--- src/hdl/mav2fb_ram.sv ---
// Generic single-write, single-read RAM with registered read data.
module mav2fb_ram #(
  parameter int WIDTH = 8,
  parameter int DEPTH = 512
) (
  input  logic                     clk,
  input  logic                     wr_en,
  input  logic [$clog2(DEPTH)-1:0] wr_addr,
  input  logic [WIDTH-1:0]         wr_data,
  input  logic [$clog2(DEPTH)-1:0] rd_addr,
  output logic [WIDTH-1:0]         rd_data
);

  logic [WIDTH-1:0] mem_r [DEPTH];
  logic [WIDTH-1:0] rd_data_r;

  always_ff @(posedge clk) begin
    if (wr_en) begin
      mem_r[wr_addr] <= wr_data;
    end
    rd_data_r <= mem_r[rd_addr];
  end

  assign rd_data = rd_data_r;

endmodule

--- config.mk ---
export PLATFORM = sky130hd
export DESIGN_NAME = mav2fb_ram
export DESIGN_NICKNAME = d
export VERILOG_FILES = /design/src/hdl/mav2fb_ram.sv
export SDC_FILE = /design/constraint.sdc
export NUM_CORES = 2
export LEC_CHECK = 0
export ABC_AREA = 0
export BUFFER_PORTS_ARGS = -buffer_cell sky130_fd_sc_hd__clkbuf_2
export CAP_MARGIN = 20
export CORE_UTILIZATION = 45
export CTS_CLUSTER_SIZE = 10
export DETAILED_ROUTE_END_ITERATION = 7
export GPL_TIMING_DRIVEN = 1
export PLACE_DENSITY = 0.71
export SLEW_MARGIN = 20
export SYNTH_ARGS = -nofsm -noshare
export SYNTH_HDL_FRONTEND = slang
export SYNTH_SLANG_ARGS = --single-unit
export TNS_END_PERCENT = 10
--- constraint.sdc ---
create_clock -name clk -period 5.5 [get_ports clk]
set_input_delay 0.825 -clock clk [delete_from_list [all_inputs] [get_ports clk]]
set_output_delay 0.825 -clock clk [all_outputs]
set_load 0.01 [all_outputs]
# Yosys cells after proc, flatten, opt, wreduce, memory -nomap -nowiden
# Memories as Yosys holds them, arrays and structs flattened. A register that Yosys moved wholly into a read port is not among the register bits.
# Index checks and enable logic that the tools add are counted.
[op_classes] mux=2
[op_table] op="two-way mux 1 bit" count=2
[word_totals] out_inout_bits=8 regBits=0 elab_cells=3 memories=1 ram_bits=4096
[memory_table] memory="mem_r" depth=512 width=8 rd=1 rd_ports_with_merged_regs=1 wr=1 line="14" text="logic [WIDTH-1:0] mem_r [DEPTH];"

# Longest topological paths before layout
[logic_depth] depth_word=2 depth_mapped=12 depth_no_buf=7

# Worst setup path before layout
# No wires, ideal clock.
[synth_timing] path_kind="input port to flip-flop" from="input rd_addr[0]" to="register rd_data_r[0] (netlist: rd_data[0]), read port of mem_r" n_path_buf=4 setup_ps=118 arrival_time_ps=2679 path_slack_ps=2703 cell_stages=10 cell_sequence="buf_4 > buf_12 > buf_12 > buf_2 > mux4_2 > o21ai_0 > nand3_1 > nand4_1 > o21ai_0 > o2111a_1"
[synth_rtl] item="start: declaration" line="10" text="input logic [$clog2(DEPTH)-1:0] rd_addr,"
[synth_rtl] item="end: declaration" line="15" text="logic [WIDTH-1:0] rd_data_r;"

==> flow_metrics.tcl <==
set metrics [dict create \
    max_cap_viol_count 0 \
    async_flop_share_pct 0 \
    num_io_pins 36 \
    cp_slowest_cell "o21ai_0" \
    postCtsHoldBufs 0 \
    start_kind "input port" \
    hpwl_microns 244000 \
    power_switching_w 0.0136 \
    path_class "input port to register" \
    synth.area.top_cells "edfxtp_1 (77%), mux4_2 (9.2%), mux2i_1 (5.0%)" \
    setup_viol 0 \
    core_sq_um 353000 \
    post_cts_resized 0 \
    fill_cells 27200 \
    power.leakage_nw 55.8 \
    drt_iter0_markers 11100 \
    pre_cts_ws_ps 862 \
    totalWireLength_microns 408000 \
    rows 218 \
    firstDrtPassIters 6 \
    synth_most_common_cell "edfxtp_1" \
    syn_area_per_cell_sq_um 19.9 \
    area_growth_pct 11.4 \
    required_ps 6410 \
    syn-num-nets 8058 \
    netlist-cell-type-count 51 \
    nets 8266 \
    end_kind "register" \
    path_cells "buf_6 -> or2_4 -> buf_12 -> o221ai_1 -> o22ai_1 -> o21ai_0 -> nand4_1 -> nor4_1 -> buf_4 -> o2111a_1" \
    relSlewSlack_pct 12.7 \
    fin_tns_setup_ps 0 \
    grt_usage_pct 22.5 \
    drive_gt1_share_pct 17.3 \
    worstMarginPinSlew_ps 1290 \
    cts_buffer_depth 4 \
    clock_latency_ps 970 \
    slew_violations 0 \
    antenna_found_initial 22 \
    port_buffers 35 \
    cts_tree "done" \
    period_share_pct 70.9 \
    hold_viol 0 \
    post-cts-setup-buffer-count 0 \
    ys_seq_area_share_pct 77.0 \
    initial_utilization_pct 45.3 \
    grt_pass1_vias 82300 \
    clock_power_share_pct 41.2 \
    rsz0062_at_grt "false" \
    synth_top_area_cell "edfxtp_1" \
    setup_slack_ps 1600 \
    intPower_w 0.0503 \
    num_vias 82300 \
    synth_edf_count 4096 \
    synth-main-ff-cell "edfxtp_1" \
    cp_max_fo 68 \
    wl_per_cell_microns 31.2 \
    root_buffer "clkbuf_16" \
    ir_drop_v 0.000298 \
    comb_power_share_pct 4.9 \
    yosys.area.top_type_share_pct 76.9 \
    netlist_instances 8030 \
    synth_area_sq_um 160000 \
    cts_buffers 453 \
    synth_warnings 0 \
    grt_first_pass_wirelength_microns 587000 \
    gp_congestion 0.907 \
    power_density_nw_per_um2 359 \
    clk_pin_slew_ps 60 \
    grt_max_degree 183 \
    synth-seq-cells 4104 \
    fmax_mhz 256 \
    viasPerCell 6.29 \
    hp-class "input port to register" \
    synthTopCellsByCount "edfxtp_1 (4096), mux2i_1 (797), mux4_2 (654)" \
    slowest_delay_ps 810 \
    seq_power_share_pct 54.0 \
    switching_share_pct 21.3 \
    fin_crit_ps 3900 \
    die_w_microns 598 \
    ant_nets 0 \
    dieArea_sq_um 358000 \
    finalClockSkew_ps 65.3 \
    die_y_microns 598 \
    status "finished, final reports clean" \
    arrival_ps 4810 \
    h-tree-depth 5 \
    grt_overflow 0 \
    drc_errors 0 \
    cts.sinks 4104 \
]
worst paths after layout:
kind	start	end	slack (ps)	depth (start not counted)
worst min-delay path	wr_data[5]	mem_r[396][5]$_DFFE_PP_	330	1
worst max register to register	mem_r[184][7]$_DFFE_PP_	rd_data[7]$_DFF_P_	2330	8
worst min register to register	mem_r[447][6]$_DFFE_PP_	rd_data[6]$_DFF_P_	1170	6
worst max-delay path	rd_addr[2]	rd_data[7]$_DFF_P_	1600	10
layout by cell type (no fill, tap or decap), drive strengths merged, types with 2 or more instances in the layout:
cell and count:
a2111oi 3, a211o 2, a211oi 17, a21oi 194, a22o 5, a22oi 61, a31oi 2, and2 20
and3 4, and3b 4, buf 243, clkbuf 553, clkinv 20, dfxtp 8, diode 12, edfxtp 4096
inv 13, mux2i 797, mux4 654, nand2 111, nand2b 4, nand3 36, nand4 32, nor2 597
nor2b 6, nor3 109, nor3b 8, nor4 36, o2111a 8, o211ai 2, o21ai 119, o221ai 372
o22a 3, o22ai 163, o311ai 6, o31ai 13, o41ai 7, or2 5, or3 6
metal layers:
| metal | part of all wire [%] | up-vias | track usage (%) |
|---|---|---|---|
| li1 | - | 33600 | - |
| met1 | 38 | 42900 | 30.5 |
| met2 | 48 | 4981 | 35.8 |
| met3 | 10 | 807 | 4.60 |
| met4 | 4.2 | 10 | 9.09 |
| met5 | 0.017 | - | 0 |
registers in the layout, summed over array words and instances, names as in the netlist:
| name | count |
|---|---|
| rd_data | 8 |
| mem_r | 4096 |
logic make-up (layout without fill, tap and decap cells):
group / count (synthesis) / in the layout / share of synthesized area, %
simple gates: 980 / 980 / 2.63
flops: 4104 / 4104 / 77.0
buf+inv: 516 / 830 / 1.85
other cells: 0 / 12 / 0
mux: 1451 / 1451 / 14.2
compound gates: 979 / 979 / 4.31
worst max-delay path, delay by kind of cell:
| family | cells | cell delay [ps] |
|---|---|---|
| AND/OR/NAND/NOR | 3 | 1660 |
| AO/OA/AOI/OAI | 4 | 1430 |
| buffers and inverters | 3 | 730 |
stage by stage:
stage          hold slack, ps  cells  power, W  utilization [%]  cell area, sq um
2_1_floorplan             924   8030    0.0368                -            160000
3_3_place_gp             1140  12500    0.0381             46.9            166000
3_5_place_dp             1150  12500    0.0382             47.0            166000
4_1_cts                   298  13100    0.0641             50.4            178000
5_1_grt                   314  13100    0.0653             50.4            178000
6_report                  332  13100    0.0639             50.5            178000
power groups by stage:
| stage | clock, W | sequential (W) | combinational, W |
|---|---|---|---|
| 2_1_floorplan | 0 | 0.0351 | 0.00164 |
| 3_3_place_gp | 0 | 0.0351 | 0.00300 |
| 3_5_place_dp | 0 | 0.0351 | 0.00307 |
| 4_1_cts | 0.0265 | 0.0345 | 0.00308 |
| 5_1_grt | 0.0276 | 0.0345 | 0.00322 |
| 6_report | 0.0263 | 0.0345 | 0.00310 |
area by class of cell:
class	instances	area [sq um]	share of cell area (%)
Antenna cell	12	30.0	0.0169
Inverter	3	18.8	0.0105
Clock inverter	31	556	0.312
Timing Repair Buffer	266	2760	1.55
Sequential cell	4104	123000	69.1
Multi-Input combinational cell	3410	34100	19.1
Clock buffer	530	11700	6.57
Tap cell	4730	5920	3.32
(Power assumes the default switching activity.)
