**src/hdl/mav2fb_pkg.sv**
```systemverilog
// Shared types and constants for the MAVLink v2 frame builder.
package mav2fb_pkg;

  localparam int MAX_PAYLOAD_DEF = 255;
  localparam logic [7:0] START_MARKER_RST = 8'd253;

  // Two message slots: one being loaded, one being sent.
  localparam int SLOT_W = 1;
  localparam int QDEPTH = 1 << SLOT_W;

  // Frame byte index: up to 10 header + 255 payload + 2 crc bytes.
  localparam int FIDX_W = 9;
  localparam int HDR_LEN = 10;

  typedef struct packed {
    logic [7:0]  seq_number;
    logic [7:0]  system_id;
    logic [7:0]  component_id;
    logic [23:0] message_id;
    logic [7:0]  schema_byte;
    logic [7:0]  payload_byte;
    logic        has_byte;
    logic        payload_last;
  } in_beat_t;

  typedef struct packed {
    logic [63:0] frame_word;
    logic [3:0]  byte_count;
    logic        frame_last;
    logic        too_long;
  } out_beat_t;

  // One finished message handed from the front to the back.
  typedef struct packed {
    logic        too_long;
    logic [7:0]  len;
    logic [47:0] hdr;
    logic [7:0]  extra;
  } job_t;

  typedef struct packed {
    logic              empty;
    logic              full;
    logic [SLOT_W-1:0] wr_slot;
    logic [SLOT_W-1:0] rd_slot;
  } q_status_t;

endpackage

```
**src/hdl/mav2fb_front.sv**
```systemverilog
// Front end: accepts input beats, loads payload bytes, captures header, queues messages.
module mav2fb_front #(
  parameter int MAX_PAYLOAD = mav2fb_pkg::MAX_PAYLOAD_DEF,
  parameter int IDX_W = $clog2(MAX_PAYLOAD + 1)
) (
  input  logic                                  clk,
  input  logic                                  rst_n,
  input  logic                                  in_valid,
  output logic                                  in_stall,
  input  mav2fb_pkg::in_beat_t                  in_data,
  input  mav2fb_pkg::q_status_t                 q_stat,
  output logic                                  push,
  output mav2fb_pkg::job_t                      push_job,
  output logic                                  ram_wr_en,
  output logic [mav2fb_pkg::SLOT_W+IDX_W-1:0]   ram_wr_addr,
  output logic [7:0]                            ram_wr_data
);

  logic [IDX_W-1:0] cnt_r, cnt_nxt;
  logic [IDX_W-1:0] nz_r, nz_nxt;
  logic             ovf_r, ovf_nxt;
  logic [47:0]      hdr_r, hdr_nxt;
  logic [7:0]       extra_r, extra_nxt;
  logic             accept;
  logic             first;
  logic             store;

  assign in_stall = q_stat.full;
  assign accept   = in_valid && !in_stall;
  assign first    = (cnt_r == '0) && !ovf_r;
  assign store    = accept && in_data.has_byte && !ovf_r && (cnt_r != IDX_W'(MAX_PAYLOAD));

  assign ram_wr_en   = store;
  assign ram_wr_addr = {q_stat.wr_slot, cnt_r};
  assign ram_wr_data = in_data.payload_byte;

  always_comb begin
    cnt_nxt   = cnt_r;
    nz_nxt    = nz_r;
    ovf_nxt   = ovf_r;
    hdr_nxt   = hdr_r;
    extra_nxt = extra_r;
    push      = 1'b0;
    if (accept) begin
      if (first) begin
        hdr_nxt   = {in_data.message_id, in_data.component_id,
                     in_data.system_id, in_data.seq_number};
        extra_nxt = in_data.schema_byte;
      end
      if (in_data.has_byte) begin
        if (store) begin
          cnt_nxt = cnt_r + IDX_W'(1);
          if (in_data.payload_byte != 8'h00) begin
            nz_nxt = cnt_r + IDX_W'(1);
          end
        end else begin
          ovf_nxt = 1'b1;
        end
      end
    end
    push_job.too_long = ovf_nxt;
    push_job.len      = 8'(nz_nxt);
    push_job.hdr      = hdr_nxt;
    push_job.extra    = extra_nxt;
    if (accept && in_data.payload_last) begin
      push    = 1'b1;
      cnt_nxt = '0;
      nz_nxt  = '0;
      ovf_nxt = 1'b0;
    end
  end

  always_ff @(posedge clk) begin
    if (!rst_n) begin
      cnt_r   <= '0;
      nz_r    <= '0;
      ovf_r   <= 1'b0;
      hdr_r   <= '0;
      extra_r <= '0;
    end else begin
      cnt_r   <= cnt_nxt;
      nz_r    <= nz_nxt;
      ovf_r   <= ovf_nxt;
      hdr_r   <= hdr_nxt;
      extra_r <= extra_nxt;
    end
  end

endmodule

```
**config.mk**
```make
export PLATFORM = sky130hd
export DESIGN_NAME = mav2fb_front
export DESIGN_NICKNAME = d
export VERILOG_FILES = /design/src/hdl/mav2fb_pkg.sv /design/src/hdl/mav2fb_front.sv
export SDC_FILE = /design/constraint.sdc
export NUM_CORES = 1
export LEC_CHECK = 0
export ABC_AREA = 0
export BUFFER_PORTS_ARGS = -buffer_cell sky130_fd_sc_hd__buf_2
export CAP_MARGIN = 15
export CORE_MARGIN = 4
export CORE_UTILIZATION = 50
export CTS_CLUSTER_DIAMETER = 200
export DETAILED_ROUTE_END_ITERATION = 10
export HOLD_SLACK_MARGIN = 0.03
export PLACE_DENSITY = 0.85
export SLEW_MARGIN = 30
export SYNTH_ARGS = -nofsm -noshare
export SYNTH_HDL_FRONTEND = slang
export SYNTH_SLANG_ARGS = --single-unit
```
**constraint.sdc**
```tcl
create_clock -name clk -period 5 [get_ports clk]
set_input_delay 0.5 -clock clk [delete_from_list [all_inputs] [get_ports clk]]
set_output_delay 0.5 -clock clk [all_outputs]
set_load 0.02 [all_outputs]
```
## After elaboration in Yosys (flattened, before gate mapping)

Index checks and enable logic that the tools add are counted.

| cells by class | value |
|---|---|
| bitwise gates (word level) | 1 |
| eq/ne operators | 1 |
| mux-type cells | 12 |
| reductions and logical operators | 12 |
| add/sub/neg operators | 1 |

Operators with widths:

| operator | count |
|---|---|
| two-way mux 48 bit | 2 |
| two-way mux 8 bit | 6 |
| adder 8 x 1 -> 8 bit, second input constant | 1 |
| zero test 8 bit | 1 |
| inequality test 8 bit, second input constant | 1 |
| nonzero test 8 bit | 1 |
| logical AND 1 bit | 6 |
| two-way mux 1 bit | 4 |
| AND reduction 3 bit | 1 |
| zero test 1 bit | 2 |
| OR reduction 2 bit | 1 |
| NOT 1 bit | 1 |

| storage, ports and cells | value |
|---|---|
| bits of input ports | 73 |
| output and inout port bits | 85 |
| bits in registers | 73 |

## Logic depth before layout (Yosys ltp)

| depth | value |
|---|---|
| depth after elaboration | 8 |
| gate-level depth with buffers | 8 |

## Least setup slack after synthesis

No wires, ideal clock.

| timing | value |
|---|---|
| kind | input to output |
| start | input port q_stat[2] (netlist name) |
| end | output port push_job[63] (netlist name) |
| cell stages on the path | 6 |
| arrival time | 1.822 ns |
| slack | 2.678 ns |
| required time | 4.500 ns |
| path through | and4bb_2 o21ai_2 inv_1 buf_2 nand2_1 o21ai_0 |

RTL lines:

| item | RTL line | RTL |
|---|---|---|
| from (decl) | mav2fb_front.sv:11 | `input mav2fb_pkg::q_status_t q_stat,` |
| to (decl) | mav2fb_front.sv:13 | `output mav2fb_pkg::job_t push_job,` |

==> qor.csv <==
metric,value,unit
fill cell count,517,
antenna cell count,0,
grt total ovfl,0,
mean routed wirelength per cell,14.5,µm
WHS Path Cells,3,
kind of critical path,flop to output pin,
hold_sp,in_data[65],
"commonest non-fill, non-tap cell in the layout",buf_2,
Hold Path Class,primary input to flop,
final WL,7.59,mm
Crit. End Element,output pin,
Synthesis Warnings,0,
width of the die,89.6,µm
clk root buf,clkbuf_8,
Static Leak,2.24,nW
post-synthesis sequential area ratio,0.439,
register bit count reported by yosys,73,
Final Max Slew Viols,0,
data arrival time of the critical path,2.74,ns
end of the worst hold path,hdr_r[7],
Die Area,8030,µm²
Final Skew,0.0119,ns
Post-Syn Area,3330,µm²
CTS tree,built,
vias in the first global route,2607,
Post-Layout Inst Area,4260,µm²
htree depth,3,
max incr delay on CP,0.46,ns
number of synthesized flops with an enable pin,0,
"Reg clk slew, reported paths",0.08,ns
Initial Util,0.519,
DP Wirelength,5.62,mm
post-cts repair resize count,0,
IO buf count,153,
setup bufs post-CTS,0,
Final ANT Viol Nets,0,
Die Ht,89.6,µm
final cycle utilization of the critical path,0.648,
Max Cap Viol,0,
nets,516,
largest net degree at the start of global routing,59,
latest clock arrival within the worst-skew pair,0.34,ns
Critical Path RT,4.50,ns
worst-path maximum fanout,45,
"Cell Chain, Critical Path",inv_1 -> ha_1 -> nor4b_1 -> nand4b_1 -> buf_6 -> buf_12 -> mux2_4 -> buf_2,
share of layout cells above drive strength 1,0.522,
placeable core region,6420,µm²
hold_buf cts,0,
ys async rst share,0,
Vias/cell,5.07,
post-synth cell types,37,
Final GP Congestion,0.869,
setup TNS,0,ns
Area Overhead vs Synth,27.8,%
Tmin final,3.24,ns
TritonRoute pass-1 iters,4,
wire length of the first global-routing pass,11.8,mm
Placed Area,4030,µm²
Power Dens Cells,318,nW/µm²
num rows,29,
Max Clk Rate,309,MHz
gr usage total,0.188,
"slowest stage cell, crit path",nand4b_1,
DR DRC count,0,
CTS Buffer Depth,2,
reg-to-reg startpoint,cnt_r[0],
final hold violations,0,
Worst VDD drop,0.180,mV
1st-iter DRT viols,124,
Num CTS Buffers,9,
"commonest non-fill, non-tap cells in the layout","buf_2, dfxtp_1, and2_1",
Sinks on Clock Net,73,
via count,2649,
internal reg-to-reg setup slack,2.50,ns
Setup Viol. Count Final,0,
synthesized area per cell,11.0,µm²
initial antenna violation count,0,
relative slew slack,0.509,
worst r2r dst,hdr_r[39],
Gate Count Post-Synth,303,
depth of the worst register-to-register path,8,
RSZ-0062 raised after global routing,no,
top_reg_cell synth,dfxtp_1,
worst slew pin tran,0.736,ns
outcome,finished clean,
Post-Syn Nets,378,
Startpoint Class,flop,
num ports,158,
worst max-delay path by stage:
stage	startpoint	to	slack (ns)
global placement	cnt_r[0]	push_job[45]	1.84
detailed placement	cnt_r[0]	push_job[45]	1.77
global route	cnt_r[0]	push_job[60]	1.56
CTS	cnt_r[0]	push_job[45]	1.38
finish	cnt_r[0]	push_job[45]	1.76
floorplan	q_stat[2]	push_job[63]	2.68
cell families after synthesis:
group | count (synthesis) | synth area share
flops | 73 | 0.439
mux | 58 | 0.241
buf+inv | 32 | 0.0590
xor+xnor | 6 | 0.0158
fa+ha+maj | 2 | 0.00751
simple gates | 102 | 0.180
compound gates | 30 | 0.0582
synthesized netlist by cell type, types with 2 or more instances:
cell type / count / area share
a21oi_1: 10 / 0.015
a31o_2: 2 / 0.0053
and2_1: 58 / 0.11
and3b_1: 2 / 0.0053
buf_2: 4 / 0.0060
buf_4: 11 / 0.025
buf_6: 4 / 0.014
clkbuf_1: 9 / 0.010
dfxtp_1: 73 / 0.44
ha_1: 2 / 0.0075
inv_1: 4 / 0.0045
mux2_2: 18 / 0.061
mux2_4: 40 / 0.18
nand2_1: 10 / 0.011
nand3_1: 5 / 0.0075
nor2_1: 9 / 0.010
nor3_1: 5 / 0.0075
nor4_1: 3 / 0.0056
o211a_1: 2 / 0.0060
o211ai_1: 3 / 0.0068
o21ai_0: 7 / 0.011
o31ai_1: 2 / 0.0045
or4_1: 2 / 0.0045
xnor2_1: 3 / 0.0079
xor2_1: 3 / 0.0079
power breakdown:
part	switching (mW)	leakage (nW)	internal (mW)
sequential	0.00791	0.595	0.607
combinational	0.139	1.54	0.123
clock	0.219	0.106	0.260
worst max-delay path, delay by kind of cell, from the launching register on:
family / cells / cell delay (ns)
fa+ha+maj: 1 / 0.17
simple gates: 2 / 0.70
mux: 1 / 0.33
flops: 1 / 0.36
buf+inv: 4 / 0.80
layer usage:
metal  routed length, µm  GRT usage
met1                2980      0.216
met2                3880      0.316
met3                 540     0.0456
met4                 192      0.108
met5                   0          0
final cells by class:
| class | count | area [µm²] | area share |
|---|---|---|---|
| multi-input cells | 198 | 1670 | 0.393 |
| flip-flops and latches | 73 | 1460 | 0.343 |
| repair buffers | 155 | 797 | 0.187 |
| clock buffers | 11 | 151 | 0.0356 |
| well taps | 77 | 96.3 | 0.0226 |
| clock inverters | 5 | 63.8 | 0.0150 |
| inverters | 4 | 15.0 | 0.00353 |
per-stage QoR:
| stage | power, mW | hold slack [ns] | worst slack [ns] | util | std cells |
|---|---|---|---|---|---|
| 3_5_place_dp | 0.891 | 0.501 | 1.77 | 0.628 | 506 |
| 3_3_place_gp | 0.883 | 0.476 | 1.84 | 0.628 | 506 |
| 6_report | 1.36 | 0.501 | 1.76 | 0.663 | 523 |
| 2_1_floorplan | 0.813 | 0.462 | 2.68 | - | 303 |
| 5_1_grt | 1.42 | 0.488 | 1.56 | 0.663 | 523 |
| 4_1_cts | 1.38 | 0.481 | 1.38 | 0.661 | 522 |
state kept, by name, indices dropped and copies added (netlist names):
signal / flops
hdr_r: 48
extra_r: 8
cnt_r: 8
nz_r: 8
ovf_r: 1
No activity file was read; power rests on OpenSTA's default activity.
