--- config.mk ---
export PLATFORM = sky130hd
export DESIGN_NAME = mav2fb_queue
export DESIGN_NICKNAME = d
export VERILOG_FILES = /design/src/hdl/mav2fb_pkg.sv /design/src/hdl/mav2fb_queue.sv
export SDC_FILE = /design/constraint.sdc
export NUM_CORES = 1
export LEC_CHECK = 0
export ABC_AREA = 1
export BUFFER_PORTS_ARGS = -buffer_cell sky130_fd_sc_hd__buf_2
export CAP_MARGIN = 40
export CORE_MARGIN = 4
export CORE_UTILIZATION = 30
export DETAILED_ROUTE_END_ITERATION = 8
export PLACE_DENSITY = 0.46
export SYNTH_ARGS = -nofsm -noshare
export SYNTH_HDL_FRONTEND = slang
export SYNTH_SLANG_ARGS = --single-unit
--- constraint.sdc ---
create_clock -name clk -period 8.4 [get_ports clk]
set_input_delay 1.26 -clock clk [delete_from_list [all_inputs] [get_ports clk]]
set_output_delay 1.26 -clock clk [all_outputs]
set_load 0.02 [all_outputs]
--- src/hdl/mav2fb_pkg.sv ---
// Shared types and constants for the MAVLink v2 frame builder.
package mav2fb_pkg;

  localparam int MAX_PAYLOAD_DEF = 255;
  localparam logic [7:0] START_MARKER_RST = 8'd253;

  // Two message slots: one being loaded, one being sent.
  localparam int SLOT_W = 1;
  localparam int QDEPTH = 1 << SLOT_W;

  // Frame byte index: up to 10 header + 255 payload + 2 crc bytes.
  localparam int FIDX_W = 9;
  localparam int HDR_LEN = 10;

  typedef struct packed {
    logic [7:0]  seq_number;
    logic [7:0]  system_id;
    logic [7:0]  component_id;
    logic [23:0] message_id;
    logic [7:0]  schema_byte;
    logic [7:0]  payload_byte;
    logic        has_byte;
    logic        payload_last;
  } in_beat_t;

  typedef struct packed {
    logic [63:0] frame_word;
    logic [3:0]  byte_count;
    logic        frame_last;
    logic        too_long;
  } out_beat_t;

  // One finished message handed from the front to the back.
  typedef struct packed {
    logic        too_long;
    logic [7:0]  len;
    logic [47:0] hdr;
    logic [7:0]  extra;
  } job_t;

  typedef struct packed {
    logic              empty;
    logic              full;
    logic [SLOT_W-1:0] wr_slot;
    logic [SLOT_W-1:0] rd_slot;
  } q_status_t;

endpackage

--- src/hdl/mav2fb_queue.sv ---
// Two-entry message queue between front and back; entry slot doubles as RAM bank.
module mav2fb_queue (
  input  logic                  clk,
  input  logic                  rst_n,
  input  logic                  push,
  input  mav2fb_pkg::job_t      push_job,
  input  logic                  pop,
  output mav2fb_pkg::job_t      head,
  output mav2fb_pkg::q_status_t q_stat
);

  mav2fb_pkg::job_t               ent_r [mav2fb_pkg::QDEPTH];
  logic [mav2fb_pkg::SLOT_W-1:0]  wp_r, rp_r;
  logic [mav2fb_pkg::SLOT_W:0]    cnt_r, cnt_nxt;

  always_comb begin
    unique case ({push, pop})
      2'b10:   cnt_nxt = cnt_r + (mav2fb_pkg::SLOT_W + 1)'(1);
      2'b01:   cnt_nxt = cnt_r - (mav2fb_pkg::SLOT_W + 1)'(1);
      default: cnt_nxt = cnt_r;
    endcase
  end

  always_ff @(posedge clk) begin
    if (push) begin
      ent_r[wp_r] <= push_job;
    end
  end

  always_ff @(posedge clk) begin
    if (!rst_n) begin
      wp_r  <= '0;
      rp_r  <= '0;
      cnt_r <= '0;
    end else begin
      if (push) begin
        wp_r <= wp_r + mav2fb_pkg::SLOT_W'(1);
      end
      if (pop) begin
        rp_r <= rp_r + mav2fb_pkg::SLOT_W'(1);
      end
      cnt_r <= cnt_nxt;
    end
  end

  assign head           = ent_r[rp_r];
  assign q_stat.empty   = (cnt_r == '0);
  assign q_stat.full    = (cnt_r == (mav2fb_pkg::SLOT_W + 1)'(mav2fb_pkg::QDEPTH));
  assign q_stat.wr_slot = wp_r;
  assign q_stat.rd_slot = rp_r;

  a_no_push_full: assert property (@(posedge clk) disable iff (!rst_n)
    push |-> (cnt_r != (mav2fb_pkg::SLOT_W + 1)'(mav2fb_pkg::QDEPTH)))
    else $error("push into full message queue");

  a_no_pop_empty: assert property (@(posedge clk) disable iff (!rst_n)
    pop |-> (cnt_r != '0))
    else $error("pop from empty message queue");

  a_cnt_bound: assert property (@(posedge clk) disable iff (!rst_n)
    cnt_r <= (mav2fb_pkg::SLOT_W + 1)'(mav2fb_pkg::QDEPTH))
    else $error("message queue count out of range");

endmodule

---- Word-level counts from Yosys, hierarchy flattened ----
Memory sizes are Yosys's and may differ from the RTL's. A register that Yosys moved wholly into a read port is not among the register bits.
Index checks and enable logic that the tools add are counted.
cells by class
  $add $sub $neg .......................... 4
  equal/unequal tests ..................... 3
  mux-type cells .......................... 5
  reduce and logical (&&, ||, !) cells .... 2
operators with widths
  operator                                                             number
  2-bit == test (second input constant)                                2
  1-bit two-way mux                                                    4
  2-bit case mux with 2 select lines                                   1
  1-bit adder (second input constant)                                  2
  2-bit by 1-bit adder with 2-bit output (second input constant)       1
  2-bit by 1-bit == test with 1-bit output (second input constant)     1
  2-bit logical NOT                                                    1
  2-bit nonzero test                                                   1
  2-bit by 1-bit subtractor with 2-bit output (second input constant)  1
word-level totals
  flip-flop bits (word level) ............. 4
  RAM bits ................................ 130
  input bits .............................. 69
  memories kept ........................... 1
memories
  name   depth  bits a word  rd ports  clocked after Yosys merged registers in  wr ports  line                RTL
  ent_r  2      65           1         1                                        1         mav2fb_queue.sv:12  mav2fb_pkg::job_t ent_r [mav2fb_pkg::QDEPTH];

---- Logic depth before layout (Yosys ltp) ----
Gate-level depths: netlist of run 1.
  word-level depth ........................ 3
  gate-level depth with buffers ........... 7
  gate-level depth less buffers ........... 7

---- Worst setup path before layout of run 1 ----
OpenSTA, ideal clock, no wires.
  kind .................................... input to register
  start ................................... input port push
  end ..................................... memory ent_r[0][0] (netlist bit), enable pin
  setup time .............................. 0.490 ns
  arrival time ............................ 4.045 ns
  required time ........................... 7.910 ns
  path slack .............................. 3.865 ns
  stages on the path ...................... 2
  path buffers ............................ 0
  cells stage by stage .................... inv_1 > nor2_1
between the ends
  word-level cells in the longest chain between the ends .. 2
RTL lines
  what                                     line                RTL
  start: declaration                       mav2fb_queue.sv:5   input logic push,
  1-bit two-way mux                        mav2fb_queue.sv:25  if (push) begin
  1-bit two-way mux (implied by the code)  mav2fb_queue.sv:26  ent_r[wp_r] <= push_job;
  end: declaration                         mav2fb_queue.sv:12
No other way between the ends.

==> reports/qor.csv, run 1 <==
stage;metric;value;unit
status;run_status;finished clean;
synthesis;synthXorXnorAreaFrac;0;%
detailed_routing;drc;0;
power_and_ir_drop;powerDensity;241.3;nW/um^2
die;pin_count;138;
worst_setup_path;critPathKind;flop to primary output;
synthesis;synthDistinctLibCells;14;
clock_tree;htreeDepth;4;
power_and_ir_drop;ir_drop;127.2;uV
synthesis;syn_area;5137;sq um
detailed_routing;wirelength;9735;um
synthesis;yosys_warnings;0;
worst_setup_path;crit_path_end_kind;primary output;
detailed_routing;first_iter_violations;93;
clock_tree;cts.path.max_buffers;2;
worst_setup_path;start_kind;flop;
cells_and_area;fin_area;6573;sq um
worst_setup_path;cp.arrival;2.31;ns
detailed_routing;ant_nets;0;
cells_and_area;fillers;1579;
sta;worst_slack;4.829;ns
global_route;met1_usage;12.12;%
clock_tree;clockRootBuffer;clkbuf_16;
min_path;hold_class;flop to flop;
worst_setup_path;path_cells;buf_4 -> mux2_2 -> buf_2;
min_path;holdPathEnd;cnt_r[1];
worst_setup_path;crit_fanout;40;
cells_and_area;syn_to_final_growth;27.93;%
sta;tightest_slew;0.7468;ns
placed_design;placed_cell_area;6085;sq um
synthesis;syn-num-nets;309;
synthesis;ys_seq_area_share;77.93;%
global_route;top_usage_layer;met2;
die;initial_utilization;30.76;%
placed_design;port_buffers;137;
worst_setup_path;required;7.14;ns
worst_setup_path;reg2reg_slack;6.80;ns
global_route;track_usage;10.38;%
sta;skew;0.008317;ns
sta;slew_headroom;50.21;%
sta;finalHoldViolCount;0;
detailed_routing;drt-vias-per-instance;4.115;
sta;rsz0062_at_grt;false;
clock_tree;clkTransAtPathRegs;0.05;ns
placed_design;place_ws;5.196;ns
sta;fin_crit_sh;42.51;%
worst_setup_path;cp_slowest_stage_delay;0.70;ns
synthesis;synth_seq_cells;135;
global_route;grt_pass1_wl;15100;um
die;design.core.area;16700;sq um
detailed_routing;routedWlPerCell;15.60;um
cells_and_area;post-route-util;39.35;%
min_path;holdCritStartpoint;cnt_r[1];
synthesis;synth_top_family_by_area;multiplexers;
clock_tree;cts_tree;built;
global_route;use_met3;4.828;%
sta;finalSetupViolCount;0;
power_and_ir_drop;power_leakage;0.002588;uW
worst_setup_path;reg2reg_to;ent_r[1][19];
placed_design;place_congestion;0.7145;
flow_run;cap_violations;0;
sta;final_max_slew_viol_count;0;
synthesis;syn-mean-instance-area;21.50;sq um
sta;period_needed;3.571;ns
synthesis;synth-simple-area-share;1.583;%
global_route;overflow;0;
clock_tree;post-cts-setup-buffers;0;
worst_setup_path;worstRegToRegCells;4;
worst_setup_path;critPathSlowestCell;buf_4;
synthesis;synth_compound_area_share;0.1948;%
synthesis;synth.largest_area_cell;edfxtp_1;
synthesis;syn_inst;239;
synthesis;synthAdderAreaFrac;0.2435;%
global_route;antenna_found_initial;1;
clock_tree;insertion_delay;0.41;ns
synthesis;synthTopCellsByArea;edfxtp_1, mux2_4, mux2_2;
min_path;worstHoldPathCells;2;
clock_tree;cts_buffers;17;
detailed_routing;first_pass_iters;4;
sta;fin_tns_setup;0;ns
cells_and_area;layout-drive-gt1-share;56.93;%
die;die-area;19280;sq um
global_route;use_met2;16.11;%
sta;clock.fmax;280.0;MHz
synthesis;synthMuxAreaShare;17.90;%
detailed_routing;vias;2568;
placed_design;dp_hpwl;6362;um
die;die_x;138.9;um
clock_tree;hold_buffers;0;
die;fp-row-count;47;
synthesis;yosys.area.top_type_share;75.99;%
die;die_h;138.9;um
clock_tree;cts_sinks;135;
global_route;grt_max_degree;41;
cells_and_area;antenna_cells;0;
clock_tree;ctsResizeCount;0;
cells_and_area;layout.nets;461;
sta;whs;0.5156;ns
worst_setup_path;r2r-start;wp_r;
global_route;grt_pass1_vias;2841;
kinds of logic (layout without fill, tap and decap cells):
group / Yosys count / count (layout)
fa+ha+maj: 1 / 1
simple gates: 21 / 21
buf+inv: 15 / 180
mux: 65 / 65
flops: 135 / 135
compound gates: 2 / 2
registers in the layout, summed over array words and instances (netlist names), named ones only:
name,flops
ent_r,130
cnt_r,2
rp_r,1
wp_r,1
Yosys cell counts (all sizes together):
| library cell | count |
|---|---|
| nand2 | 8 |
| mux2 | 65 |
| a21oi | 1 |
| dfxtp | 5 |
| nand4 | 1 |
| ha | 1 |
| o21ai | 1 |
| nor2 | 12 |
| edfxtp | 130 |
| buf | 9 |
| inv | 6 |
worst max-delay path, delay by kind of cell (launching register included):
family   cells  cell delay (ns)
buf+inv      2             0.86
mux          1             0.41
flops        1             0.62
worst max path at each step:
stage                              to  cells after the start
after global placement       head[56]                      3
final                        head[51]                      3
after global routing         head[51]                      3
after floorplan           ent_r[0][0]                      2
after CTS                    head[58]                      3
after detailed placement     head[58]                      3
layout make-up:
class                      count  area, sq um  area share [%]
multi-input combinational     89         1031           15.69
sequential                   135         4008           60.97
clock buffer                  25        455.4           6.929
timing repair buffer         142        748.2           11.38
inverter                       6        22.52          0.3427
tap                          220        275.3           4.188
clock inverter                 7        32.53          0.4950
metal layers:
metal / share of wire (%) / vias to the layer above
li1: - / 1222
met1: 42 / 1233
met2: 48 / 93
met3: 7.9 / 18
met4: 2.1 / 2
met5: 0.15 / -
placed cells by master (no fill, tap or decap):
master	synthesis	layout
buf_12	0	2
nor2_4	0	1
buf_4	2	3
edfxtp_1	130	130
nand2_1	8	8
nor2_1	12	11
dfxtp_4	0	1
a21oi_1	1	1
ha_1	1	1
clkbuf_16	0	17
clkinvlp_4	0	1
mux2_2	15	15
clkinv_2	0	2
inv_1	6	5
nand4_1	1	1
o21ai_0	1	1
mux2_4	50	50
clkinv_1	0	4
inv_2	0	1
dfxtp_1	5	4
clkbuf_1	0	8
buf_2	1	137
report_power, final:
part	internal, uW	switching, uW	total [uW]
sequential	779	13.2	792
combinational	77.6	96.0	174
clock	371	249	620
total	1230	358	1590
through the flow:
| step | power [uW] | instances |
|---|---|---|
| 6_report | 1586 | 624 |
| 5_1_grt | 1656 | 624 |
| 4_1_cts | 1614 | 624 |
| 3_5_place_dp | 985.1 | 592 |
| 3_3_place_gp | 980.2 | 590 |
| 2_1_floorplan | 921.6 | 239 |
Note: power is estimated with default switching activity, not from simulation.
==> run 2, diff against run 1 <==
ABC_AREA = 0   (was 1)
PLACE_DENSITY = 0.49   (was 0.46)
clock period = 3 ns   (was 8.4 ns; I/O delays follow)
==> reports/qor.csv, run 2 <==
stage;metric;value;unit
status;run_status;finished clean;
die;die-area;18490;sq um
global_route;grt_max_degree;39;
sta;rsz0062_at_grt;false;
worst_setup_path;worstRegToRegCells;2;
cells_and_area;largest_reg_flops;130;
worst_setup_path;crit_path_end_kind;primary output;
global_route;use_met3;3.997;%
power_and_ir_drop;powerDensity;766.7;nW/um^2
die;die_x;136.0;um
cells_and_area;reg.largest.list;ent_r: 130 flops, cnt_r: 2 flops;
synthesis;async_reset_ff_share;0;%
clock_tree;post-cts-setup-buffers;0;
synthesis;synthDistinctLibCells;17;
synthesis;synth_edf_count;130;
worst_setup_path;cp.arrival;1.88;ns
worst_setup_path;crit_fanout;38;
worst_setup_path;required;2.55;ns
global_route;antenna_found_initial;0;
placed_design;place_congestion;0.6733;
clock_tree;insertion_delay;0.41;ns
die;initial_utilization;30.83;%
synthesis;synth.largest_area_cell;edfxtp_1;
detailed_routing;first_pass_iters;4;
power_and_ir_drop;ir_drop;334.4;uV
synthesis;yosysMostFrequentCell;edfxtp_1;
detailed_routing;ant_nets;0;
sta;finalHoldViolCount;0;
sta;tightest_slew;0.5255;ns
worst_setup_path;endpoint;head[31];
detailed_routing;drt-vias-per-instance;4.178;
clock_tree;htreeDepth;4;
detailed_routing;routedWlPerCell;15.66;um
worst_setup_path;start_kind;flop;
worst_setup_path;reg2reg_slack;1.50;ns
synthesis;synthTopCellsByCount;edfxtp_1, mux2_2, buf_4, dfxtp_1, and2_1;
flow_run;cap_violations;0;
worst_setup_path;critPathSlowestCell;dfxtp_4;
clock_tree;clkTransAtPathRegs;0.06;ns
synthesis;yosys_most_used_dff;edfxtp_1;
global_route;met1_usage;12.49;%
global_route;grt_pass1_vias;2781;
synthesis;synthTopCellsByArea;edfxtp_1, mux2_2, dfxtp_1;
worst_setup_path;critPathKind;flop to primary output;
clock_tree;cts_buffers;17;
clock_tree;hold_buffers;0;
synthesis;ys_seq_area_share;81.47;%
sta;period_needed;2.334;ns
worst_setup_path;r2r-start;wp_r;
die;die_h;136.0;um
synthesis;syn_inst;226;
worst_setup_path;cp_slowest_stage_delay;0.60;ns
global_route;overflow;0;
sta;slew_headroom;64.96;%
clock_tree;clockRootBuffer;clkbuf_16;
cells_and_area;stdcell_count;606;
cells_and_area;final_common_cell;buf_2;
synthesis;yosys.area.top_type_share;79.43;%
detailed_routing;wirelength;9487;um
cells_and_area;layout-drive-gt1-share;61.54;%
power_and_ir_drop;power_leakage;0.002449;uW
sta;clock.fmax;428.5;MHz
worst_setup_path;path_cells;buf_12 -> mux2_2 -> buf_2;
placed_design;dp_hpwl;6294;um
clock_tree;cts.path.max_buffers;2;
sta;fin_crit_sh;77.79;%
global_route;use_met2;16.98;%
global_route;track_usage;10.57;%
cells_and_area;syn_to_final_growth;32.97;%
sta;skew;0.005918;ns
sta;finalSetupViolCount;0;
synthesis;syn-mean-instance-area;21.75;sq um
global_route;top_usage_layer;met2;
cells_and_area;mostFrequentLayoutCells;buf_2, edfxtp_1, mux2_2;
synthesis;yosys_warnings;0;
worst_setup_path;reg2reg_to;ent_r[1][14];
die;design.core.area;15940;sq um
detailed_routing;first_iter_violations;58;
synthesis;syn-num-nets;296;
die;pin_count;138;
sta;final_max_slew_viol_count;0;
synthesis;synth_seq_cells;135;
min_path;hold_class;primary input to flop;
synthesis;syn_area;4915;sq um
cells_and_area;layout.nets;447;
detailed_routing;vias;2532;
clock_tree;ctsResizeCount;0;
placed_design;dpl.cell_count;574;
clock_tree;cts_tree;built;
cells_and_area;antenna_cells;0;
clock_tree;cts_sinks;135;
global_route;grt_pass1_wl;14580;um
detailed_routing;drc;0;
sta;fin_tns_setup;0;ns
cells_and_area;largest_register;ent_r;
die;fp-row-count;46;
placed_design;port_buffers;137;
-- run 2: changes by cell type in the layout (fill, tap and decap cells not counted), moves of 2 or more --
| cell | previous run | this run |
|---|---|---|
| bufinv_16 | 0 | 6 |
| inv_1 | 5 | 1 |
| clkinv_2 | 2 | 4 |
| mux2_2 | 15 | 65 |
| clkbuf_1 | 8 | 1 |
| mux2_4 | 50 | 0 |
| and2_1 | 0 | 3 |
| nand2_1 | 8 | 0 |
| nor2_1 | 11 | 1 |
| xnor2_1 | 0 | 2 |
| clkinv_1 | 4 | 1 |
-- run 2: per-layer routing --
metal	wire length, um	vias to the layer above
met5	0	-
met4	158	0
met3	699	14
met2	4553	94
met1	4076	1231
li1	-	1193
-- run 2: where the power goes --
| group | internal, uW | switching [uW] | total, uW |
|---|---|---|---|
| Clock | 1550 | 751 | 2300 |
| Sequential | 2180 | 38.7 | 2220 |
| Combinational | 208 | 282 | 490 |
-- run 2: layout make-up --
type                       count  area [sq um]
clock buffer                  18         429.2
clock inverter                14         229.0
fill                        1485          9408
inverter                       1         3.754
multi-input combinational     81         854.6
sequential                   135          4008
tap                          216         270.3
timing repair buffer         141         740.7
-- run 2: worst min-delay path by stage --
stage / start / to / slack [ns] / cells past startpoint
floorplan: cnt_r[1] / cnt_r[1] / 0.47 / 2
global placement: cnt_r[1] / cnt_r[1] / 0.49 / 2
detailed placement: cnt_r[1] / cnt_r[1] / 0.51 / 2
CTS: push_job[32] / ent_r[0][32] / 0.20 / 1
global route: push_job[63] / ent_r[1][63] / 0.21 / 1
finish: push_job[32] / ent_r[0][32] / 0.23 / 1
-- run 2: worst max-delay path, delay by kind of cell (launching register included) --
| family | cells | cell delay [ns] |
|---|---|---|
| flops | 1 | 0.60 |
| buf+inv | 2 | 0.43 |
| mux | 1 | 0.38 |
-- run 2: per-stage QoR --
stage               setup WS [ns]  instance area (sq um)  util [%]  power (uW)  hold slack, ns
floorplan                  0.3825                   4917         -        2566          0.4662
global placement            1.064                   5857     36.74        2750          0.4864
detailed placement          1.042                   5877     36.86        2760          0.5129
CTS                        0.5899                   6535     40.99        5090          0.2033
global route               0.5632                   6535     40.99        5215          0.2058
finish                     0.6662                   6535     40.99        5010          0.2279
-- run 2: cells by family (layout without fill, tap and decap cells) --
logic type	after synthesis	in the layout	synth area share, %
xor+xnor	3	3	0.5347
simple gates	9	9	1.095
fa+ha+maj	1	1	0.2545
buf+inv	10	174	1.349
mux	65	65	14.89
compound gates	3	3	0.4073
flops	135	135	81.47
