===== config.mk =====
export PLATFORM = sky130hd
export DESIGN_NAME = mav2fb_back
export DESIGN_NICKNAME = d
export VERILOG_FILES = /design/src/hdl/mav2fb_pkg.sv /design/src/hdl/mav2fb_back.sv
export SDC_FILE = /design/constraint.sdc
export NUM_CORES = 1
export LEC_CHECK = 0
export BUFFER_PORTS_ARGS = -buffer_cell sky130_fd_sc_hd__buf_2
export CORE_MARGIN = 2
export CORE_UTILIZATION = 40
export CTS_CLUSTER_DIAMETER = 200
export DETAILED_ROUTE_END_ITERATION = 6
export GPL_TIMING_DRIVEN = 0
export SETUP_SLACK_MARGIN = 0.15
export SYNTH_ARGS = -nofsm -noshare
export SYNTH_HDL_FRONTEND = slang
export SYNTH_SLANG_ARGS = --single-unit

===== constraint.sdc =====
create_clock -name clk -period 11.4 [get_ports clk]
set_input_delay 3.42 -clock clk [delete_from_list [all_inputs] [get_ports clk]]
set_output_delay 3.42 -clock clk [all_outputs]
set_load 0.005 [all_outputs]

===== src/hdl/mav2fb_pkg.sv =====
// Shared types and constants for the MAVLink v2 frame builder.
package mav2fb_pkg;

  localparam int MAX_PAYLOAD_DEF = 255;
  localparam logic [7:0] START_MARKER_RST = 8'd253;

  // Two message slots: one being loaded, one being sent.
  localparam int SLOT_W = 1;
  localparam int QDEPTH = 1 << SLOT_W;

  // Frame byte index: up to 10 header + 255 payload + 2 crc bytes.
  localparam int FIDX_W = 9;
  localparam int HDR_LEN = 10;

  typedef struct packed {
    logic [7:0]  seq_number;
    logic [7:0]  system_id;
    logic [7:0]  component_id;
    logic [23:0] message_id;
    logic [7:0]  schema_byte;
    logic [7:0]  payload_byte;
    logic        has_byte;
    logic        payload_last;
  } in_beat_t;

  typedef struct packed {
    logic [63:0] frame_word;
    logic [3:0]  byte_count;
    logic        frame_last;
    logic        too_long;
  } out_beat_t;

  // One finished message handed from the front to the back.
  typedef struct packed {
    logic        too_long;
    logic [7:0]  len;
    logic [47:0] hdr;
    logic [7:0]  extra;
  } job_t;

  typedef struct packed {
    logic              empty;
    logic              full;
    logic [SLOT_W-1:0] wr_slot;
    logic [SLOT_W-1:0] rd_slot;
  } q_status_t;

endpackage


===== src/hdl/mav2fb_back.sv =====
// Back end: walks frames 1 byte/cycle unless stalled; runs CRC, packs 8-byte words.
module mav2fb_back #(
  parameter int IDX_W = 8
) (
  input  logic                                clk,
  input  logic                                rst_n,
  input  logic [7:0]                          start_marker,
  input  mav2fb_pkg::job_t                    head,
  input  mav2fb_pkg::q_status_t               q_stat,
  output logic                                pop,
  output logic [mav2fb_pkg::SLOT_W+IDX_W-1:0] ram_rd_addr,
  input  logic [7:0]                          ram_rd_data,
  output logic                                out_valid,
  input  logic                                out_stall,
  output mav2fb_pkg::out_beat_t               out_data
);

  localparam int PW = mav2fb_pkg::FIDX_W;
  localparam logic ST_IDLE = 1'b0;
  localparam logic ST_RUN  = 1'b1;

  function automatic logic [15:0] crc_step(input logic [15:0] crc, input logic [7:0] b);
    logic [7:0] t;
    t = b ^ crc[7:0];
    t = t ^ (t << 4);
    return {8'h00, crc[15:8]} ^ {t, 8'h00} ^ {5'b00000, t, 3'b000} ^ {12'h000, t[7:4]};
  endfunction

  logic                  state_r, state_nxt;
  logic [PW-1:0]         p_r, p_nxt;
  logic [15:0]           crc_r, crc_nxt;
  logic [2:0]            wc_r, wc_nxt;
  logic [63:0]           asm_r, asm_nxt;
  logic                  out_valid_r, out_valid_nxt;
  mav2fb_pkg::out_beat_t out_data_r, out_data_nxt;

  logic          out_free;
  logic [PW-1:0] crc_p, pay_end, last_p, rd_full;
  logic [7:0]    b, hb;
  logic [15:0]   crc1, crc_upd;
  logic          is_final, completes, advance, crc_hit;
  logic [63:0]   word_b;

  assign out_free = !out_valid_r || !out_stall;
  assign crc_p    = PW'(head.len) + PW'(mav2fb_pkg::HDR_LEN - 1);
  assign pay_end  = PW'(head.len) + PW'(mav2fb_pkg::HDR_LEN);
  assign last_p   = PW'(head.len) + PW'(mav2fb_pkg::HDR_LEN + 1);

  always_comb begin
    unique case (p_r[3:0])
      4'd4:    hb = head.hdr[7:0];
      4'd5:    hb = head.hdr[15:8];
      4'd6:    hb = head.hdr[23:16];
      4'd7:    hb = head.hdr[31:24];
      4'd8:    hb = head.hdr[39:32];
      4'd9:    hb = head.hdr[47:40];
      default: hb = 8'h00;
    endcase
  end

  always_comb begin
    priority if (p_r == PW'(0)) begin
      b = start_marker;
    end else if (p_r == PW'(1)) begin
      b = head.len;
    end else if (p_r < PW'(4)) begin
      b = 8'h00;
    end else if (p_r < PW'(mav2fb_pkg::HDR_LEN)) begin
      b = hb;
    end else if (p_r < pay_end) begin
      b = ram_rd_data;
    end else if (p_r == pay_end) begin
      b = crc_r[7:0];
    end else begin
      b = crc_r[15:8];
    end
  end

  always_comb begin
    for (int j = 0; j < 8; j++) begin
      word_b[8*j +: 8] = (wc_r == 3'(j)) ? b : asm_r[8*j +: 8];
    end
  end

  assign crc1      = crc_step(crc_r, b);
  assign crc_upd   = (p_r == crc_p) ? crc_step(crc1, head.extra) : crc1;
  assign crc_hit   = (p_r != PW'(0)) && (p_r <= crc_p);
  assign is_final  = (p_r == last_p);
  assign completes = (wc_r == 3'd7) || is_final;
  assign advance   = (state_r == ST_RUN) && (!completes || out_free);

  always_comb begin
    state_nxt     = state_r;
    p_nxt         = p_r;
    crc_nxt       = crc_r;
    wc_nxt        = wc_r;
    asm_nxt       = asm_r;
    out_valid_nxt = out_valid_r && out_stall;
    out_data_nxt  = out_data_r;
    pop           = 1'b0;
    unique case (state_r)
      ST_IDLE: begin
        p_nxt   = '0;
        crc_nxt = 16'hFFFF;
        wc_nxt  = '0;
        asm_nxt = '0;
        if (!q_stat.empty) begin
          if (head.too_long) begin
            if (out_free) begin
              out_valid_nxt           = 1'b1;
              out_data_nxt.frame_word = '0;
              out_data_nxt.byte_count = '0;
              out_data_nxt.frame_last = 1'b1;
              out_data_nxt.too_long   = 1'b1;
              pop                     = 1'b1;
            end
          end else begin
            state_nxt = ST_RUN;
          end
        end
      end
      ST_RUN: begin
        if (advance) begin
          p_nxt = p_r + PW'(1);
          if (crc_hit) begin
            crc_nxt = crc_upd;
          end
          if (completes) begin
            out_valid_nxt           = 1'b1;
            out_data_nxt.frame_word = word_b;
            out_data_nxt.byte_count = {1'b0, wc_r} + 4'd1;
            out_data_nxt.frame_last = is_final;
            out_data_nxt.too_long   = 1'b0;
            asm_nxt                 = '0;
            wc_nxt                  = '0;
          end else begin
            asm_nxt = word_b;
            wc_nxt  = wc_r + 3'd1;
          end
          if (is_final) begin
            pop       = 1'b1;
            state_nxt = ST_IDLE;
          end
        end
      end
      default: state_nxt = ST_IDLE;
    endcase
  end

  // RAM read is issued in the cycle before the byte it feeds.
  assign rd_full     = p_nxt - PW'(mav2fb_pkg::HDR_LEN);
  assign ram_rd_addr = {q_stat.rd_slot, rd_full[IDX_W-1:0]};

  always_ff @(posedge clk) begin
    if (!rst_n) begin
      state_r     <= ST_IDLE;
      p_r         <= '0;
      crc_r       <= 16'hFFFF;
      wc_r        <= '0;
      asm_r       <= '0;
      out_valid_r <= 1'b0;
    end else begin
      state_r     <= state_nxt;
      p_r         <= p_nxt;
      crc_r       <= crc_nxt;
      wc_r        <= wc_nxt;
      asm_r       <= asm_nxt;
      out_valid_r <= out_valid_nxt;
    end
  end

  always_ff @(posedge clk) begin
    out_data_r <= out_data_nxt;
  end

  assign out_valid = out_valid_r;
  assign out_data  = out_data_r;

  a_run_has_job: assert property (@(posedge clk) disable iff (!rst_n)
    (state_r == ST_RUN) |-> !q_stat.empty)
    else $error("frame walk without a queued message");

  a_err_beat: assert property (@(posedge clk) disable iff (!rst_n)
    (out_valid_r && out_data_r.too_long) |->
      (out_data_r.byte_count == 4'd0 && out_data_r.frame_last))
    else $error("error beat malformed");

  a_word_count: assert property (@(posedge clk) disable iff (!rst_n)
    (out_valid_r && !out_data_r.too_long) |->
      (out_data_r.byte_count != 4'd0 && out_data_r.byte_count <= 4'd8))
    else $error("frame word byte count out of range");

endmodule

**Word-level counts from Yosys, hierarchy flattened**

Index checks and enable logic that the tools add are counted.

- Word-level logic and storage cells: 119
- Register bits: 164

- Multiplexer cells: 50
- $lt $le $gt $ge: 4
- Bitwise gates (word level): 11
- $add $sub $neg: 7
- Equality and inequality tests: 23
- Reduce and logical (&&, ||, !) cells: 14

Operators with widths:

| kind | number |
|---|---|
| $mux 70 | 5 |
| $pmux 70 s2 | 1 |
| $mux 64 | 2 |
| $pmux 64 s2 | 1 |
| $mux 8 | 14 |
| $mux 16 | 3 |
| $pmux 8 s6 | 1 |
| $pmux 16 s2 | 1 |
| $xor 16x11->16 | 2 |
| $xor 16x4->16 | 2 |
| $xor 8x16->16 | 2 |
| $xor 8x8->8 | 4 |
| $add 8x4->9 const B | 3 |
| $eq 9x9->1 | 3 |
| $pmux 9 s2 | 1 |
| $eq 4x3->1 const B | 4 |
| $mux 1 | 14 |
| $eq 3x3->1 const B | 4 |
| $add 9x1->9 const B | 1 |
| $eq 9x1->1 const B | 1 |
| $le 9x9->1 | 1 |
| $logic_not 9->1 | 1 |
| $lt 9x3->1 const B | 1 |
| $lt 9x4->1 const B | 1 |
| other kinds (21) | 36 |

**Longest topological paths before layout**

- Word-level depth: 22
- Depth in mapped cells: 17
- Depth with buffers taken out: 15

**Worst setup path before layout**

OpenSTA, ideal clock, no wires.

- Path kind: input-to-output
- Start: input head[56] (netlist bit)
- End: output ram_rd_addr[7] (netlist bit)
- Cell stages on the path: 14
- Slack: 1.899 ns
- Arrival time: 6.081 ns
- Required time: 7.980 ns
- Cell sequence: inv_1 > ha_1 > nand2b_1 > a21o_1 > a211o_1 > o2111a_1 > a21oi_1 > clkbuf_1 > o21ai_0 > a21oi_1 > inv_1 > ha_1 > o2111ai_1 > xor2_1

- Cells in the longest elaborated chain, start to end: 9

RTL lines:

| item | RTL line | RTL |
|---|---|---|
| from (decl) | mav2fb_back.sv:8 | `input mav2fb_pkg::job_t head,` |
| $add 8x4->9 | mav2fb_back.sv:47 | `assign last_p = PW'(head.len) + PW'(mav2fb_pkg::HDR_LEN + 1);` |
| $eq 9x9->1 | mav2fb_back.sv:88 | `assign is_final = (p_r == last_p);` |
| $logic_or 1x1->1 | mav2fb_back.sv:89 | `assign completes = (wc_r == 3'd7) \|\| is_final;` |
| $logic_not 1->1 | mav2fb_back.sv:90 | `assign advance = (state_r == ST_RUN) && (!completes \|\| out_free);` |
| $logic_or 1x1->1 | mav2fb_back.sv:90 |  |
| $logic_and 1x1->1 | mav2fb_back.sv:90 |  |
| $mux 9 | mav2fb_back.sv:123 | `if (advance) begin` |
| $pmux 9 s2 | mav2fb_back.sv:101 | `unique case (state_r)` |
| $sub 8x4->8 | mav2fb_back.sv:151 | `assign rd_full = p_nxt - PW'(mav2fb_pkg::HDR_LEN);` |
| to (decl) | mav2fb_back.sv:11 | `output logic [mav2fb_pkg::SLOT_W+IDX_W-1:0] ram_rd_addr,` |

No other way between the ends.

**Worst setup path after layout**

Ends and elaborated chain as after synthesis.

==> results.txt <==
Summing all multi-input logic gate instances after layout gives 4850 sq um. The die is 155.3 um wide. For the number of antenna violations at the first check in global routing, the log shows 2.

The maximum vdd ir drop was 0.00008108 V; the maximum net fanout on the critical path was 10. For the number of global-route vias before repair, the log shows 7,469. The number of buffers added by the clock tree synthesis step was 17; the number of DRC markers in iteration 0 was 646.

Slack of the critical path: 890.1 ps. The worst hold path begins at asm_r[39]. For this design, the sink count on the clock tree is 164. The average instance in the mapped netlist occupies 9.562 sq um.

The share of synthesized flip-flops with an asynchronous set or reset was 0%; the count of cell types in the netlist was 66. The family with the most delay on the worst path is compound AO/OA/AOI/OAI gates. The die covers 24,130 sq um.

The critical path crosses 16 cells after its start point. The logs give 958 for the gate count after technology mapping and 1,405 for the count of placed standard cells including taps. The tools report the tightest slew margin relative to the limit as 20.32%. The biggest area contributor in the post-synthesis netlist is sky130_fd_sc_hd__edfxtp_1. The number of nets produced by synthesis was 1,079. The finished cells cover 10,980 sq um. The H-tree generated during clock tree synthesis spans 4 levels. Clock skew on the completed layout was measured at 11.20 ps. The synthesized design contains 70 enable-type register cells. The category of the critical setup timing path is in2out. Time the worst path needs with I/O delays and setup: 10,510 ps. Setup repair after global routing left no endpoint under its margin. Actual transition at the worst max-transition pin: 1186 ps. Worst min-delay path category: reg2reg. The maximum cell stage delay along the critical path was 490 ps; the area of the core was 22,570 sq um. At the end of the flow the core is filled with cells to 48.63%. Adding up every negative setup slack in the final design gives 0 ps. Sorting the synthesized cells by area gives the leading types as sky130_fd_sc_hd__edfxtp_1 (23%), sky130_fd_sc_hd__dfxtp_1 (21%), sky130_fd_sc_hd__nor2_1 (6.8%). The master cell of the clock root buffer is sky130_fd_sc_hd__clkbuf_16. The final max-slew violation count is 0, and the largest net degree at the start of global routing is 37.

The run gives 0 as the remaining number of nets flagged by the antenna check after routing. The worst slack at placement was 896.7 ps; the final routed wire length divided by cell count was 18.77 um. Among all flip-flop cells after synthesis, the most frequent one is sky130_fd_sc_hd__dfxtp_1. The share of layout cells above drive strength 1 is 18.84%.

Once placement finished, the instance area stood at 10,360 sq um. The logs give 0 for the reported max-cap violation count and 95.15 MHz for the highest attainable clock frequency. TritonCTS built the clock tree. Data on the critical path is required at its endpoint by 7980 ps. In this run the power density over the cells is 133.1 nW/um^2.

Gates resized during post-CTS repair numbered 0. Count of yosys warnings during synthesis: 0. For this design the static power due to leakage is 4.155 nW.

The post-route clock period utilization is 92.19%, and the post-CTS repair timing setup buffer count is 0. Setup violations remaining at the end of the flow were counted as 0. The count of fill cells added during filler insertion is 2,158.

The height of the die is 155.3 um, and the cell depth of the worst hold path is 2. The worst setup path is launched from a primary input. Summing over every cut layer, the via total after detailed routing is 7,998. STA puts the critical path data arrival time at 7090 ps.

The overall track demand over capacity in global routing was 22.36%; the final RePlAce weighted congestion was 0.8963. Clock slew seen by the registers of the worst setup and hold paths: 60 ps. Across the whole layout, storage elements account for 3984 sq um.

The slowest stage of the critical path is the sky130_fd_sc_hd__clkbuf_1 cell. During placement, the flow inserted port buffers numbering 160. Non-filler instance count after layout: 1,439. The tools report the final-stage net count as 1,260. The via-per-instance ratio is 5.558, and the wire length after detailed routing is 27.01 mm. The starting density of the core was 40.58%. The global-route wire length before repair is 41.70 mm, and the share of the synthesized area in the top cell type is 22.95%. The number of cell instances on the worst register-to-register path is 13, and the number of buffers and inverters on the critical path is 5. For the worst-skew pair, the clock arrives at the later sink with an insertion delay of 430 ps.

The critical path goes through buf_2, inv_1, ha_1, nand2b_1, a21o_1, a211o_1, o2111a_1, a21oi_1, clkbuf_1, o21ai_0, a21oi_1, inv_1, ha_1, o2111ai_1, xor2_1, buf_2. Counting along the longest clock path gives a buffer depth of 2. In this run, post-CTS hold repair placed 0 buffers. The critical path starts at head[56]. The portion of the post-synthesis area used by sequential elements came out at 43.49%.

The cell area that synthesis handed to floorplanning was 9160 sq um. The length of the first detailed-routing pass in iterations was 6; the I/O pin total was 169. The startpoint identified for the worst register-to-register timing path is p_r[1]. For this run, design rule violations remaining after detail routing come to 0. Detailed placement ended at an HPWL of 19.89 mm.

The run finished with clean final reports. The area added between synthesis and finish was 19.82%; the placement row count was 55. The tools report the kind of end point of the critical path as an output port. The total count of hold-check failures in the final report was 0; the number of storage elements in the synthesis netlist was 164.

For the total congestion overflow, the log shows 0.
[worst paths after layout]
kind / endpoint / slack (ps)
setup reg to reg: crc_r[2] / 6580
hold / removal: asm_r[39] / 460
setup / recovery: ram_rd_addr[7] / 890
hold reg to reg: asm_r[39] / 460
[flip-flops by register name, indices dropped and copies added, names as in the netlist]
name       count
asm_r         64
crc_r         16
out_data      70
out_valid      1
p_r            9
state_r        1
wc_r           3
[where the power goes]
| group | leakage [nW] | internal [mW] | switching (mW) | total [mW] |
|---|---|---|---|---|
| clock network | 0.296 | 0.350 | 0.242 | 0.592 |
| logic | 2.42 | 0.0965 | 0.130 | 0.227 |
| registers | 1.44 | 0.635 | 0.00697 | 0.642 |
[cell usage in the layout (no fill, tap or decap), types with 4 or more instances in the layout]
cell type                   netlist  routed
sky130_fd_sc_hd__a22oi_1         70      70
sky130_fd_sc_hd__inv_6            0       4
sky130_fd_sc_hd__a211oi_1        45      45
sky130_fd_sc_hd__a21oi_1         38      38
sky130_fd_sc_hd__and2_1          15      15
sky130_fd_sc_hd__clkbuf_1        54      56
sky130_fd_sc_hd__mux2i_1         32      32
sky130_fd_sc_hd__buf_2            3     163
sky130_fd_sc_hd__nand4_1          8       8
sky130_fd_sc_hd__dfxtp_1         94      94
sky130_fd_sc_hd__a21o_1           6       6
sky130_fd_sc_hd__o21ai_0         30      30
sky130_fd_sc_hd__nor2b_1         10      10
sky130_fd_sc_hd__clkbuf_16        0      17
sky130_fd_sc_hd__nor2_1         165     164
sky130_fd_sc_hd__a31oi_1          4       4
sky130_fd_sc_hd__nand2_1         52      52
sky130_fd_sc_hd__xnor2_1         52      52
sky130_fd_sc_hd__and4_1           4       4
sky130_fd_sc_hd__a211o_1          4       4
sky130_fd_sc_hd__nand2b_1         4       4
sky130_fd_sc_hd__o211ai_1         5       5
sky130_fd_sc_hd__edfxtp_1        70      70
sky130_fd_sc_hd__nor3_1          15      15
sky130_fd_sc_hd__o21a_1           7       7
sky130_fd_sc_hd__xnor3_1          5       5
sky130_fd_sc_hd__nor4_1           4       4
sky130_fd_sc_hd__or2_2            4       4
sky130_fd_sc_hd__a22o_1           8       8
sky130_fd_sc_hd__xor2_1          24      24
sky130_fd_sc_hd__and3_1           5       5
sky130_fd_sc_hd__ha_1            33      33
sky130_fd_sc_hd__nand3_1          8       8
sky130_fd_sc_hd__a221oi_1         5       5
sky130_fd_sc_hd__inv_1           21      21
[area by class of cell]
cell class | instances | share of cell area [%]
plain buffers | 63 | 2.291
inverters | 22 | 0.7524
clock buffers | 19 | 3.944
repair buffers | 162 | 7.661
diodes | 2 | 0.04560
multi-input cells | 709 | 44.19
well taps | 285 | 3.249
clock inverters | 13 | 1.573
flip-flops and latches | 164 | 36.30
[logic make-up (layout without fill, tap and decap cells)]
family | after synthesis | count (layout) | synth area share (%)
and+or+nand+nor | 303 | 303 | 15.11
AOI/OAI and AO/OA | 253 | 253 | 19.70
DFF | 164 | 164 | 43.49
xor gates and xnor gates | 87 | 87 | 9.930
buffers and inverters | 85 | 279 | 3.647
adders and majority gates | 33 | 33 | 4.508
muxes | 33 | 33 | 3.620
other | 0 | 2 | 0
[tightest hold or removal path, cell delays in order, from the launching register on]
cell	delay (ps)
sky130_fd_sc_hd__dfxtp_1	310
sky130_fd_sc_hd__nand2_1	50
sky130_fd_sc_hd__a21oi_1	50
[synthesized netlist by cell type (all sizes together) (2+ instances only)]
library cell / instances
a21o: 6
ha: 33
nand2b: 4
and2: 15
o21bai: 2
and4: 4
a22oi: 70
xnor3: 5
nor2b: 10
a31oi: 4
o21ai: 30
dfxtp: 94
nand3: 8
or3: 2
a21oi: 41
a221o: 3
a221oi: 6
nor2: 165
o211ai: 5
xor2: 24
a22o: 8
o2bb2ai: 2
a21bo: 2
nor3: 16
xnor2: 55
inv: 22
nand2: 52
a211oi: 45
o2111a: 2
clkbuf: 54
nor4: 6
and3: 5
a2111oi: 4
mux2i: 32
xor3: 3
o22ai: 3
nand4: 9
edfxtp: 70
or2: 4
a211o: 4
o21a: 7
buf: 9
o2111ai: 2
[layer usage]
layer,track usage (%),vias up,wire length [um]
li1,-,3862,-
met1,30.96,3812,12300
met2,34.60,283,12300
met3,4.875,41,1819
met4,7.820,0,590
met5,0,-,0
[stage by stage]
step	hold WS, ps	power, mW
2_1_floorplan	430.1	0.8012
3_3_place_gp	439.0	0.8777
3_5_place_dp	446.9	0.8798
4_1_cts	455.6	1.469
5_1_grt	473.4	1.514
6_report	457.1	1.460
(Power assumes the default switching activity.)
